File: src/rtl/jtfe_pkg.sv
// shared types and constants of the json text field extractor
package jtfe_pkg;

    // character codes
    localparam logic [7:0] CH_QUOTE  = 8'h22;
    localparam logic [7:0] CH_BSLASH = 8'h5C;
    localparam logic [7:0] CH_COLON  = 8'h3A;
    localparam logic [7:0] CH_QMARK  = 8'h3F;
    localparam logic [7:0] CH_LF     = 8'h0A;
    localparam logic [7:0] CH_CR     = 8'h0D;
    localparam logic [7:0] CH_TAB    = 8'h09;
    localparam logic [7:0] CH_VT     = 8'h0B;
    localparam logic [7:0] CH_FF     = 8'h0C;
    localparam logic [7:0] CH_SPACE  = 8'h20;
    localparam logic [7:0] CH_LC_E   = 8'h65;
    localparam logic [7:0] CH_LC_N   = 8'h6E;
    localparam logic [7:0] CH_LC_R   = 8'h72;
    localparam logic [7:0] CH_LC_T   = 8'h74;
    localparam logic [7:0] CH_LC_U   = 8'h75;
    localparam logic [7:0] CH_LC_X   = 8'h78;

    // key "text" with its quotes
    localparam logic [2:0] KEY_LEN = 3'd6;

    // utf-8 encoding
    localparam logic [15:0] UTF_MAX1  = 16'h007F;
    localparam logic [15:0] UTF_MAX2  = 16'h07FF;
    localparam logic [7:0]  UTF_LEAD2 = 8'hC0;
    localparam logic [7:0]  UTF_LEAD3 = 8'hE0;
    localparam logic [7:0]  UTF_CONT  = 8'h80;

    // configuration
    localparam int          CAP_W     = 13;
    localparam logic [12:0] CAP_RESET = 13'd512;

    // result kinds
    localparam logic KIND_TEXT = 1'b0;
    localparam logic KIND_DONE = 1'b1;

    // done status codes
    localparam logic [1:0] ST_OK      = 2'd0;
    localparam logic [1:0] ST_NO_KEY  = 2'd1;
    localparam logic [1:0] ST_NOT_STR = 2'd2;
    localparam logic [1:0] ST_EMPTY   = 2'd3;

    localparam int RES_MAX = 3;

    typedef struct packed {
        logic        result_kind;
        logic [7:0]  text_byte;
        logic [1:0]  status;
        logic [11:0] text_length;
        logic        last;
    } res_t;

    // results caused by one request, entries below n are in use
    typedef struct packed {
        logic [1:0]          n;
        res_t [RES_MAX-1:0]  r;
    } res_bundle_t;

endpackage

File: src/rtl/jtfe_if.sv
// request and result channel interfaces of the json text field extractor
interface jtfe_in_if;
    logic       valid;
    logic       ready;
    logic [7:0] in_byte;
    logic       end_of_body;

    modport source (output valid, output in_byte, output end_of_body, input ready);
    modport sink   (input valid, input in_byte, input end_of_body, output ready);
endinterface

interface jtfe_out_if;
    logic        valid;
    logic        ready;
    logic        result_kind;
    logic [7:0]  text_byte;
    logic [1:0]  status;
    logic [11:0] text_length;
    logic        last;

    modport source (output valid, output result_kind, output text_byte, output status,
                    output text_length, output last, input ready);
    modport sink   (input valid, input result_kind, input text_byte, input status,
                    input text_length, input last, output ready);
endinterface

File: src/rtl/json_text_field_extractor.sv
// top level of the json text field extractor
//
//  channel   direction  handshake          payload
//  in_ch     sink       valid/ready        in_byte, end_of_body
//  out_ch    source     valid/ready        result_kind, text_byte, status, text_length, last
//  config    write      cfg_we             cfg_wdata (text_capacity)
//
// one request taken per cycle while ready; the parser state updates at the accepting edge
// a request yields 0 to 3 results, queued and sent one per cycle while out_ch.ready is high
// in_ch.ready is high while at most one result is queued (four-entry queue)
// a \uXXXX code point of three utf-8 bytes thus holds input while the queue drains
// reset clears parser state and the queue, and sets text_capacity to 512
module json_text_field_extractor
    import jtfe_pkg::*;
#(
    parameter int MAX_TEXT_CAPACITY = 4096
)
(
    input  logic              clk,
    input  logic              rst_n,
    jtfe_in_if.sink           in_ch,
    jtfe_out_if.source        out_ch,
    input  logic              cfg_we,
    input  logic [CAP_W-1:0]  cfg_wdata
);

    logic [CAP_W-1:0]  cap_reg;
    logic              room;
    logic              accept;
    res_bundle_t       bundle;
    res_t              head;

    assign in_ch.ready = room;
    assign accept      = in_ch.valid && room;

    // capacity register
    always_ff @(posedge clk or negedge rst_n)
    begin
        if (!rst_n)
            cap_reg <= CAP_RESET;
        else if (cfg_we)
            cap_reg <= cfg_wdata;
    end

    jtfe_parser #(
        .MAX_CAP     (MAX_TEXT_CAPACITY)
    ) u_parser (
        .clk         (clk),
        .rst_n       (rst_n),
        .accept      (accept),
        .in_byte     (in_ch.in_byte),
        .end_of_body (in_ch.end_of_body),
        .capacity    (cap_reg),
        .bundle      (bundle)
    );

    jtfe_res_fifo u_fifo (
        .clk         (clk),
        .rst_n       (rst_n),
        .wr          (accept),
        .wr_bundle   (bundle),
        .rd          (out_ch.valid && out_ch.ready),
        .room        (room),
        .not_empty   (out_ch.valid),
        .head        (head)
    );

    // result fields
    assign out_ch.result_kind = head.result_kind;
    assign out_ch.text_byte   = head.text_byte;
    assign out_ch.status      = head.status;
    assign out_ch.text_length = head.text_length;
    assign out_ch.last        = head.last;

endmodule

File: src/rtl/jtfe_parser.sv
// byte parser state machine and string decoder, one byte per cycle while accept is high
module jtfe_parser
    import jtfe_pkg::*;
#(
    parameter int MAX_CAP = 4096
)
(
    input  logic              clk,
    input  logic              rst_n,
    input  logic              accept,
    input  logic [7:0]        in_byte,
    input  logic              end_of_body,
    input  logic [CAP_W-1:0]  capacity,
    output res_bundle_t       bundle
);

    localparam int CNT_W = (MAX_CAP > 2) ? $clog2(MAX_CAP) : 1;
    localparam int CMP_W = ((CNT_W > CAP_W) ? CNT_W : CAP_W) + 2;

    typedef enum logic [2:0] {
        PH_SEARCH,
        PH_COLON,
        PH_SPACE,
        PH_VALUE,
        PH_ESCAPE,
        PH_HEX,
        PH_CLOSED,
        PH_NOTSTR
    } phase_t;

    phase_t             phase_reg, phase_next;
    logic [2:0]         key_idx_reg, key_idx_next;
    logic [1:0]         hex_cnt_reg, hex_cnt_next;
    logic [15:0]        hex_acc_reg, hex_acc_next;
    logic [CNT_W-1:0]   cnt_reg, cnt_next;

    logic [CMP_W-1:0]   cap_x, eff_cap, cnt_x, cnt_new_x;
    logic               fit1, fit2, fit3, fit_nb;
    logic [7:0]         tb [RES_MAX];
    logic [1:0]         ntext;
    logic               done;
    logic [1:0]         done_status;
    logic [4:0]         hex_d;
    logic [15:0]        acc_new;
    logic [7:0]         u0, u1, u2;
    logic [1:0]         nb;
    logic [2:0]         key_idx_cur;
    logic [1:0]         n_all;

    function automatic logic [7:0] key_char(input logic [2:0] idx);
        logic [7:0] c;
        case (idx)
            3'd0:    c = CH_QUOTE;
            3'd1:    c = CH_LC_T;
            3'd2:    c = CH_LC_E;
            3'd3:    c = CH_LC_X;
            3'd4:    c = CH_LC_T;
            default: c = CH_QUOTE;
        endcase
        return c;
    endfunction

    // valid flag over the digit value
    function automatic logic [4:0] hex_digit(input logic [7:0] b);
        logic [4:0] d;
        if (b inside {[8'h30:8'h39]})
            d = {1'b1, 4'(b - 8'h30)};
        else if (b inside {[8'h61:8'h66]})
            d = {1'b1, 4'(b - 8'h57)};
        else if (b inside {[8'h41:8'h46]})
            d = {1'b1, 4'(b - 8'h37)};
        else
            d = 5'd0;
        return d;
    endfunction

    function automatic logic is_space(input logic [7:0] b);
        return (b == CH_SPACE) || (b == CH_TAB) || (b == CH_LF) || (b == CH_VT)
            || (b == CH_FF) || (b == CH_CR);
    endfunction

    // effective capacity and room checks
    always_comb
    begin
        cap_x = CMP_W'(capacity);
        if (cap_x == '0)
            eff_cap = CMP_W'(1);
        else if (cap_x > CMP_W'(MAX_CAP))
            eff_cap = CMP_W'(MAX_CAP);
        else
            eff_cap = cap_x;
        cnt_x = CMP_W'(cnt_reg);
        fit1  = (cnt_x + CMP_W'(1)) < eff_cap;
        fit2  = (cnt_x + CMP_W'(2)) < eff_cap;
        fit3  = (cnt_x + CMP_W'(3)) < eff_cap;
    end

    // code point to utf-8
    always_comb
    begin
        hex_d   = hex_digit(in_byte);
        acc_new = {hex_acc_reg[11:0], hex_d[3:0]};
        if (acc_new <= UTF_MAX1)
        begin
            nb = 2'd1;
            u0 = acc_new[7:0];
            u1 = 8'h00;
            u2 = 8'h00;
        end
        else if (acc_new <= UTF_MAX2)
        begin
            nb = 2'd2;
            u0 = UTF_LEAD2 | {3'b000, acc_new[10:6]};
            u1 = UTF_CONT | {2'b00, acc_new[5:0]};
            u2 = 8'h00;
        end
        else
        begin
            nb = 2'd3;
            u0 = UTF_LEAD3 | {4'b0000, acc_new[15:12]};
            u1 = UTF_CONT | {2'b00, acc_new[11:6]};
            u2 = UTF_CONT | {2'b00, acc_new[5:0]};
        end
        case (nb)
            2'd1:    fit_nb = fit1;
            2'd2:    fit_nb = fit2;
            default: fit_nb = fit3;
        endcase
    end

    // next state and decoded bytes
    always_comb
    begin
        phase_next   = phase_reg;
        key_idx_next = key_idx_reg;
        hex_cnt_next = hex_cnt_reg;
        hex_acc_next = hex_acc_reg;
        tb[0]        = 8'h00;
        tb[1]        = 8'h00;
        tb[2]        = 8'h00;
        ntext        = 2'd0;
        done         = 1'b0;
        key_idx_cur  = (key_idx_reg >= KEY_LEN) ? 3'd0 : key_idx_reg;

        if (end_of_body)
        begin
            done = 1'b1;
            if (phase_reg == PH_ESCAPE)
            begin
                tb[0] = CH_BSLASH;
                ntext = fit1 ? 2'd1 : 2'd0;
            end
            else if (phase_reg == PH_HEX)
            begin
                tb[0] = CH_QMARK;
                ntext = fit1 ? 2'd1 : 2'd0;
            end
            phase_next   = PH_SEARCH;
            key_idx_next = 3'd0;
            hex_cnt_next = 2'd0;
            hex_acc_next = 16'h0000;
        end
        else
        begin
            case (phase_reg)
                PH_SEARCH:
                begin
                    if (in_byte == key_char(key_idx_cur))
                    begin
                        if (key_idx_cur == KEY_LEN - 3'd1)
                        begin
                            key_idx_next = 3'd0;
                            phase_next   = PH_COLON;
                        end
                        else
                            key_idx_next = key_idx_cur + 3'd1;
                    end
                    else
                        key_idx_next = (in_byte == CH_QUOTE) ? 3'd1 : 3'd0;
                end
                PH_COLON:
                begin
                    if (in_byte == CH_COLON)
                        phase_next = PH_SPACE;
                end
                PH_SPACE:
                begin
                    if (in_byte == CH_QUOTE)
                        phase_next = PH_VALUE;
                    else if (!is_space(in_byte))
                        phase_next = PH_NOTSTR;
                end
                PH_VALUE:
                begin
                    if (in_byte == CH_QUOTE)
                        phase_next = PH_CLOSED;
                    else if (in_byte == CH_BSLASH)
                        phase_next = PH_ESCAPE;
                    else
                    begin
                        tb[0] = in_byte;
                        ntext = fit1 ? 2'd1 : 2'd0;
                    end
                end
                PH_ESCAPE:
                begin
                    phase_next = PH_VALUE;
                    if (in_byte == CH_LC_U)
                    begin
                        phase_next   = PH_HEX;
                        hex_cnt_next = 2'd0;
                        hex_acc_next = 16'h0000;
                    end
                    else
                    begin
                        if (in_byte == CH_LC_N)
                            tb[0] = CH_LF;
                        else if (in_byte == CH_LC_R)
                            tb[0] = CH_CR;
                        else if (in_byte == CH_LC_T)
                            tb[0] = CH_TAB;
                        else
                            tb[0] = in_byte;
                        ntext = fit1 ? 2'd1 : 2'd0;
                    end
                end
                PH_HEX:
                begin
                    if (hex_d[4])
                    begin
                        if (hex_cnt_reg == 2'd3)
                        begin
                            tb[0]        = u0;
                            tb[1]        = u1;
                            tb[2]        = u2;
                            ntext        = fit_nb ? nb : 2'd0;
                            hex_cnt_next = 2'd0;
                            hex_acc_next = 16'h0000;
                            phase_next   = PH_VALUE;
                        end
                        else
                        begin
                            hex_acc_next = acc_new;
                            hex_cnt_next = hex_cnt_reg + 2'd1;
                        end
                    end
                    else
                    begin
                        // bad digit: '?' then the byte goes through the string rules
                        tb[0]        = CH_QMARK;
                        hex_cnt_next = 2'd0;
                        hex_acc_next = 16'h0000;
                        phase_next   = PH_VALUE;
                        if (in_byte == CH_QUOTE)
                        begin
                            phase_next = PH_CLOSED;
                            ntext      = fit1 ? 2'd1 : 2'd0;
                        end
                        else if (in_byte == CH_BSLASH)
                        begin
                            phase_next = PH_ESCAPE;
                            ntext      = fit1 ? 2'd1 : 2'd0;
                        end
                        else
                        begin
                            tb[1] = in_byte;
                            ntext = fit2 ? 2'd2 : (fit1 ? 2'd1 : 2'd0);
                        end
                    end
                end
                default:
                begin
                end
            endcase
        end
    end

    // count and done status
    always_comb
    begin
        cnt_new_x = cnt_x + CMP_W'(ntext);
        if (end_of_body)
            cnt_next = '0;
        else
            cnt_next = cnt_new_x[CNT_W-1:0];
        case (phase_reg)
            PH_SEARCH:                      done_status = ST_NO_KEY;
            PH_COLON, PH_SPACE, PH_NOTSTR:  done_status = ST_NOT_STR;
            default:  done_status = (cnt_new_x != '0) ? ST_OK : ST_EMPTY;
        endcase
    end

    // result bundle
    always_comb
    begin
        n_all    = ntext + 2'(done);
        bundle.n = n_all;
        for (int i = 0; i < RES_MAX; i++)
        begin
            bundle.r[i].result_kind = KIND_TEXT;
            bundle.r[i].text_byte   = tb[i];
            bundle.r[i].status      = ST_OK;
            bundle.r[i].text_length = 12'd0;
            if (done && (2'(i) == ntext))
            begin
                bundle.r[i].result_kind = KIND_DONE;
                bundle.r[i].text_byte   = 8'h00;
                bundle.r[i].status      = done_status;
                bundle.r[i].text_length = cnt_new_x[11:0];
            end
            bundle.r[i].last = (2'(i) == n_all - 2'd1);
        end
    end

    // parser state
    always_ff @(posedge clk or negedge rst_n)
    begin
        if (!rst_n)
        begin
            phase_reg   <= PH_SEARCH;
            key_idx_reg <= 3'd0;
            hex_cnt_reg <= 2'd0;
            hex_acc_reg <= 16'h0000;
            cnt_reg     <= '0;
        end
        else if (accept)
        begin
            phase_reg   <= phase_next;
            key_idx_reg <= key_idx_next;
            hex_cnt_reg <= hex_cnt_next;
            hex_acc_reg <= hex_acc_next;
            cnt_reg     <= cnt_next;
        end
    end

endmodule

File: src/rtl/jtfe_res_fifo.sv
// four-entry result queue, up to three writes and one read per cycle
module jtfe_res_fifo
    import jtfe_pkg::*;
(
    input  logic         clk,
    input  logic         rst_n,
    input  logic         wr,
    input  res_bundle_t  wr_bundle,
    input  logic         rd,
    output logic         room,
    output logic         not_empty,
    output res_t         head
);

    res_t        mem [4];
    logic [1:0]  wr_ptr_reg, rd_ptr_reg;
    logic [2:0]  cnt_reg, cnt_next;
    logic [1:0]  n_wr;

    assign n_wr      = wr ? wr_bundle.n : 2'd0;
    assign cnt_next  = cnt_reg + 3'(n_wr) - 3'(rd);
    assign room      = (cnt_reg < 3'd2);
    assign not_empty = (cnt_reg != 3'd0);
    assign head      = mem[rd_ptr_reg];

    // pointers and fill level
    always_ff @(posedge clk or negedge rst_n)
    begin
        if (!rst_n)
        begin
            wr_ptr_reg <= 2'd0;
            rd_ptr_reg <= 2'd0;
            cnt_reg    <= 3'd0;
        end
        else
        begin
            wr_ptr_reg <= wr_ptr_reg + n_wr;
            rd_ptr_reg <= rd_ptr_reg + 2'(rd);
            cnt_reg    <= cnt_next;
        end
    end

    // entry storage
    always_ff @(posedge clk)
    begin
        for (int i = 0; i < RES_MAX; i++)
        begin
            if (2'(i) < n_wr)
                mem[wr_ptr_reg + 2'(i)] <= wr_bundle.r[i];
        end
    end

endmodule

File: src/flat_wrapper.sv
// flat-port wrapper written by rule: the top's interface ports become plain ports
module json_text_field_extractor_flat import jtfe_pkg::*;
#(
    parameter int MAX_TEXT_CAPACITY = 4096
)
  (clk, rst_n, cfg_we, cfg_wdata, in_ch_valid, in_ch_in_byte, in_ch_end_of_body, in_ch_ready, out_ch_valid, out_ch_result_kind, out_ch_text_byte, out_ch_status, out_ch_text_length, out_ch_last, out_ch_ready);
  jtfe_in_if in_ch_i ();
  jtfe_out_if out_ch_i ();
  input  logic clk;
  input  logic rst_n;
  input  logic cfg_we;
  input  logic [CAP_W-1:0] cfg_wdata;
  input wire logic [$bits(in_ch_i.valid)-1:0] in_ch_valid;
  input wire logic [$bits(in_ch_i.in_byte)-1:0] in_ch_in_byte;
  input wire logic [$bits(in_ch_i.end_of_body)-1:0] in_ch_end_of_body;
  output wire logic [$bits(in_ch_i.ready)-1:0] in_ch_ready;
  output wire logic [$bits(out_ch_i.valid)-1:0] out_ch_valid;
  output wire logic [$bits(out_ch_i.result_kind)-1:0] out_ch_result_kind;
  output wire logic [$bits(out_ch_i.text_byte)-1:0] out_ch_text_byte;
  output wire logic [$bits(out_ch_i.status)-1:0] out_ch_status;
  output wire logic [$bits(out_ch_i.text_length)-1:0] out_ch_text_length;
  output wire logic [$bits(out_ch_i.last)-1:0] out_ch_last;
  input wire logic [$bits(out_ch_i.ready)-1:0] out_ch_ready;
  assign in_ch_i.valid = in_ch_valid;
  assign in_ch_i.in_byte = in_ch_in_byte;
  assign in_ch_i.end_of_body = in_ch_end_of_body;
  assign in_ch_ready = in_ch_i.ready;
  assign out_ch_valid = out_ch_i.valid;
  assign out_ch_result_kind = out_ch_i.result_kind;
  assign out_ch_text_byte = out_ch_i.text_byte;
  assign out_ch_status = out_ch_i.status;
  assign out_ch_text_length = out_ch_i.text_length;
  assign out_ch_last = out_ch_i.last;
  assign out_ch_i.ready = out_ch_ready;
  json_text_field_extractor #(.MAX_TEXT_CAPACITY(MAX_TEXT_CAPACITY)) u_core (.clk(clk), .rst_n(rst_n), .in_ch(in_ch_i), .out_ch(out_ch_i), .cfg_we(cfg_we), .cfg_wdata(cfg_wdata));
endmodule
File: config.mk
export PLATFORM = sky130hd
export DESIGN_NAME = json_text_field_extractor_flat
export DESIGN_NICKNAME = d
export VERILOG_FILES = /design/src/rtl/jtfe_pkg.sv /design/src/rtl/jtfe_if.sv /design/src/rtl/json_text_field_extractor.sv /design/src/rtl/jtfe_parser.sv /design/src/rtl/jtfe_res_fifo.sv /design/src/flat_wrapper.sv
export SDC_FILE = /design/constraint.sdc
export NUM_CORES = 1
export LEC_CHECK = 0
export BUFFER_PORTS_ARGS = -buffer_cell sky130_fd_sc_hd__clkbuf_2
export CAP_MARGIN = 20
export CORE_ASPECT_RATIO = 1.1
export CORE_MARGIN = 2
export CORE_UTILIZATION = 60
export DETAILED_ROUTE_END_ITERATION = 16
export GPL_ROUTABILITY_DRIVEN = 0
export PLACE_DENSITY_LB_ADDON = 0.2
export REMOVE_ABC_BUFFERS = 1
export SETUP_SLACK_MARGIN = 0.15
export SYNTH_ARGS = -nofsm -noshare
export SYNTH_HDL_FRONTEND = slang
export SYNTH_HIERARCHICAL = 1
export SYNTH_SLANG_ARGS = --single-unit
File: constraint.sdc
create_clock -name clk -period 11.13 [get_ports clk]
set_clock_uncertainty 0.15 [all_clocks]
set_input_delay 0.5565 -clock clk [delete_from_list [all_inputs] [get_ports clk]]
set_output_delay 0.5565 -clock clk [all_outputs]
set_load 0.02 [all_outputs]
==> reports/qor.csv <==
metric;value;unit
outcome;complete, no violations;
dp.final_hpwl;20190;microns
nets;1210;
rsz0062_at_grt;false;
regToRegSetupSlack;4380;ps
synth_area_leader_cell;edfxtp_1;
leakage;0.005334;uW
netlist_instances;1119;
synth_flop_cell;edfxtp_1;
synthTopCellsByArea;edfxtp_1, mux2_2, dfrtp_1;
synth-seq-cells;148;
antenna_found_initial;0;
largest_register_ffs;96;
ant_nets;0;
crit_path_end;u_core/u_fifo/mem[2][15];
via_count;8843;
worst_slack;4376;ps
cp_num_buf_inv;1;
wl_per_cell;21.24;microns
ys_warn_count;6;
final_hold_viol_count;0;
post-route-period-util;60.69;%
hold_buffers;0;
layout-drive-gt1-share;30.55;%
p_sw;655.5;uW
die_h;152.0;microns
async_flop_share;35.14;%
initial_core_util;60.80;%
dpl_cell_area;0.01221;sq mm
crit_required;11080;ps
die_area;0.02107;sq mm
crit_path_start_kind;flip-flop;
synth_area_per_cell;10.68;sq um
power_density;147.0;mW/mm^2
io-pin-count;53;
drv_cap;0;
cp_top_family;compound AO/OA/AOI/OAI gates;
cts_max_level;4;
grt-ovfl-total;0;
p_int;1226;uW
sw_frac_of_total;34.83;%
antenna_cells;0;
tritoncts;yes;
syn_area;0.01195;sq mm
grt_pass1_vias;8832;
drt_first_pass_iters;6;
avgViaCountPerCell;6.357;
hp-class;in -> async;
pwr-share-seq;36.7;%
portBuffers;52;
r2r_start;u_core/u_parser/cnt_reg[3];
comb_power_share;32.1;%
numCtsBuffers;17;
startpoint;u_core/u_parser/cnt_reg[3];
die_w;138.6;microns
fin_setup_tns;0;ps
route.detailed.drc;0;
grt_max_degree;53;
fin_crit;6754;ps
seq_area_frac_synth;35.01;%
synth_top_area_share;24.12;%
setup_violations;0;
cp.arrival;6710;ps
clk_pin_slew;70;ps
worst_r2r_endpoint;u_core/u_fifo/mem[2][15];
synth_edf_count;96;
coreArea;0.01966;sq mm
clkPwrFrac;31.2;%
grt_pass1_wl;47490;microns
cts_buffer_depth;2;
yosysUniqueCellTypes;83;
finalMaxSlewViolations;0;
path_max_fanout;21;
crit_slowest_cell;a211oi_4;
whs;100.5;ps
post-cts-setup-buffer-count;0;
final_util;65.11;%
clock-sinks;148;
cp-end-kind;flip-flop;
cpPeakStageDelay;750;ps
cp.depth;16;
dr.first_iter.drc_count;914;
path_cells;nand3_1, nor2_1, nand3_1, nor2_1, xor2_1, ha_1, a21o_1, a2111oi_2, nand3_1, o21ai_0, ha_1, o21ai_0, nand2_1, o21ai_0, a211oi_4, buf_4;
stdcell_area;0.01280;sq mm
grt_usage;28.11;%
worst-slew-pin-transition;1050;ps
wirelength;29550;microns
cts_root_buffer;clkbuf_16;
max_freq;0.1481;GHz
cts_resized;0;
dp_slack;4555;ps
syn2layout_area_growth;7.086;%
synth_common_cells;mux2_2, edfxtp_1, nand2_1, nor2_1, ha_1;
clk_latency;420;ps
r2r_cells;16;
placementRows;54;
yosysMostFrequentCell;mux2_2;
peakVddDrop;0.0001090;V
maxSlewHeadroom;29.99;%
critical_path_class;reg -> reg;
## layout by cell type (no fill, tap or decap), drive strengths merged, types with 16 or more instances in the layout
cell type	n
inv	39
ha	55
o21ai	45
nor2b	29
a21oi	46
and2	17
xor2	23
edfxtp	96
nor2	62
xnor2	24
conb	16
clkbuf	69
nand3	28
mux4	24
nor3	27
dfrtp	51
nand2	81
mux2	207
## metal layers
metal | track usage [%] | routed length [microns] | up-vias
li1 | - | - | 4167
met1 | 38.30 | 12760 | 4238
met2 | 47.22 | 14330 | 374
met3 | 3.624 | 1776 | 64
met4 | 8.552 | 680 | 0
met5 | 0 | 0 | -
## worst min path at each step
stage,from,cells after the start,endpoint
final,rst_n,2,u_core/u_fifo/rd_ptr_reg[1]
after CTS,rst_n,2,u_core/u_fifo/rd_ptr_reg[1]
after floorplan,rst_n,0,u_core/cap_reg[0]
after global placement,u_core/u_parser/hex_cnt_reg[1],2,u_core/u_parser/hex_cnt_reg[1]
after detailed placement,u_core/u_parser/hex_acc_reg[7],2,u_core/u_parser/hex_acc_reg[7]
after global routing,rst_n,2,u_core/u_fifo/rd_ptr_reg[1]
## cell families (layout without fill, tap and decap cells)
| logic type | Yosys count | after routing | share of synthesized area, % |
|---|---|---|---|
| AO/OA/AOI/OAI | 201 | 201 | 11.28 |
| XOR/XNOR | 47 | 47 | 3.444 |
| adder cells (fa/ha/maj) | 57 | 57 | 6.092 |
| buffers and inverters | 122 | 127 | 5.181 |
| flip-flops | 148 | 148 | 35.01 |
| multiplexers | 234 | 234 | 25.21 |
| other | 1 | 16 | 0.03137 |
| AND/OR/NAND/NOR | 309 | 309 | 13.74 |
## stage by stage
step | cells | total power, uW
after detailed placement | 1359 | 1301
after global routing | 1391 | 1974
after CTS | 1391 | 1888
after global placement | 1359 | 1287
final | 1391 | 1882
after floorplan | 1044 | 1115
## final cells by class
| class | count | area, sq um |
|---|---|---|
| multi-input cells | 864 | 7246 |
| fillers | 1493 | 6860 |
| flip-flops and latches | 148 | 4185 |
| clock buffers | 17 | 425.4 |
| repair buffers | 63 | 342.8 |
| well taps | 252 | 315.3 |
| clock inverters | 15 | 166.4 |
| inverters | 32 | 120.1 |
## power groups by stage
stage	Combinational, uW	Sequential, uW	Clock [uW]
floorplan	403	712	0
global placement	589	698	0
detailed placement	601	700	0
CTS	605	689	595
global route	660	696	618
finish	604	690	588
(Power assumes the default switching activity.)
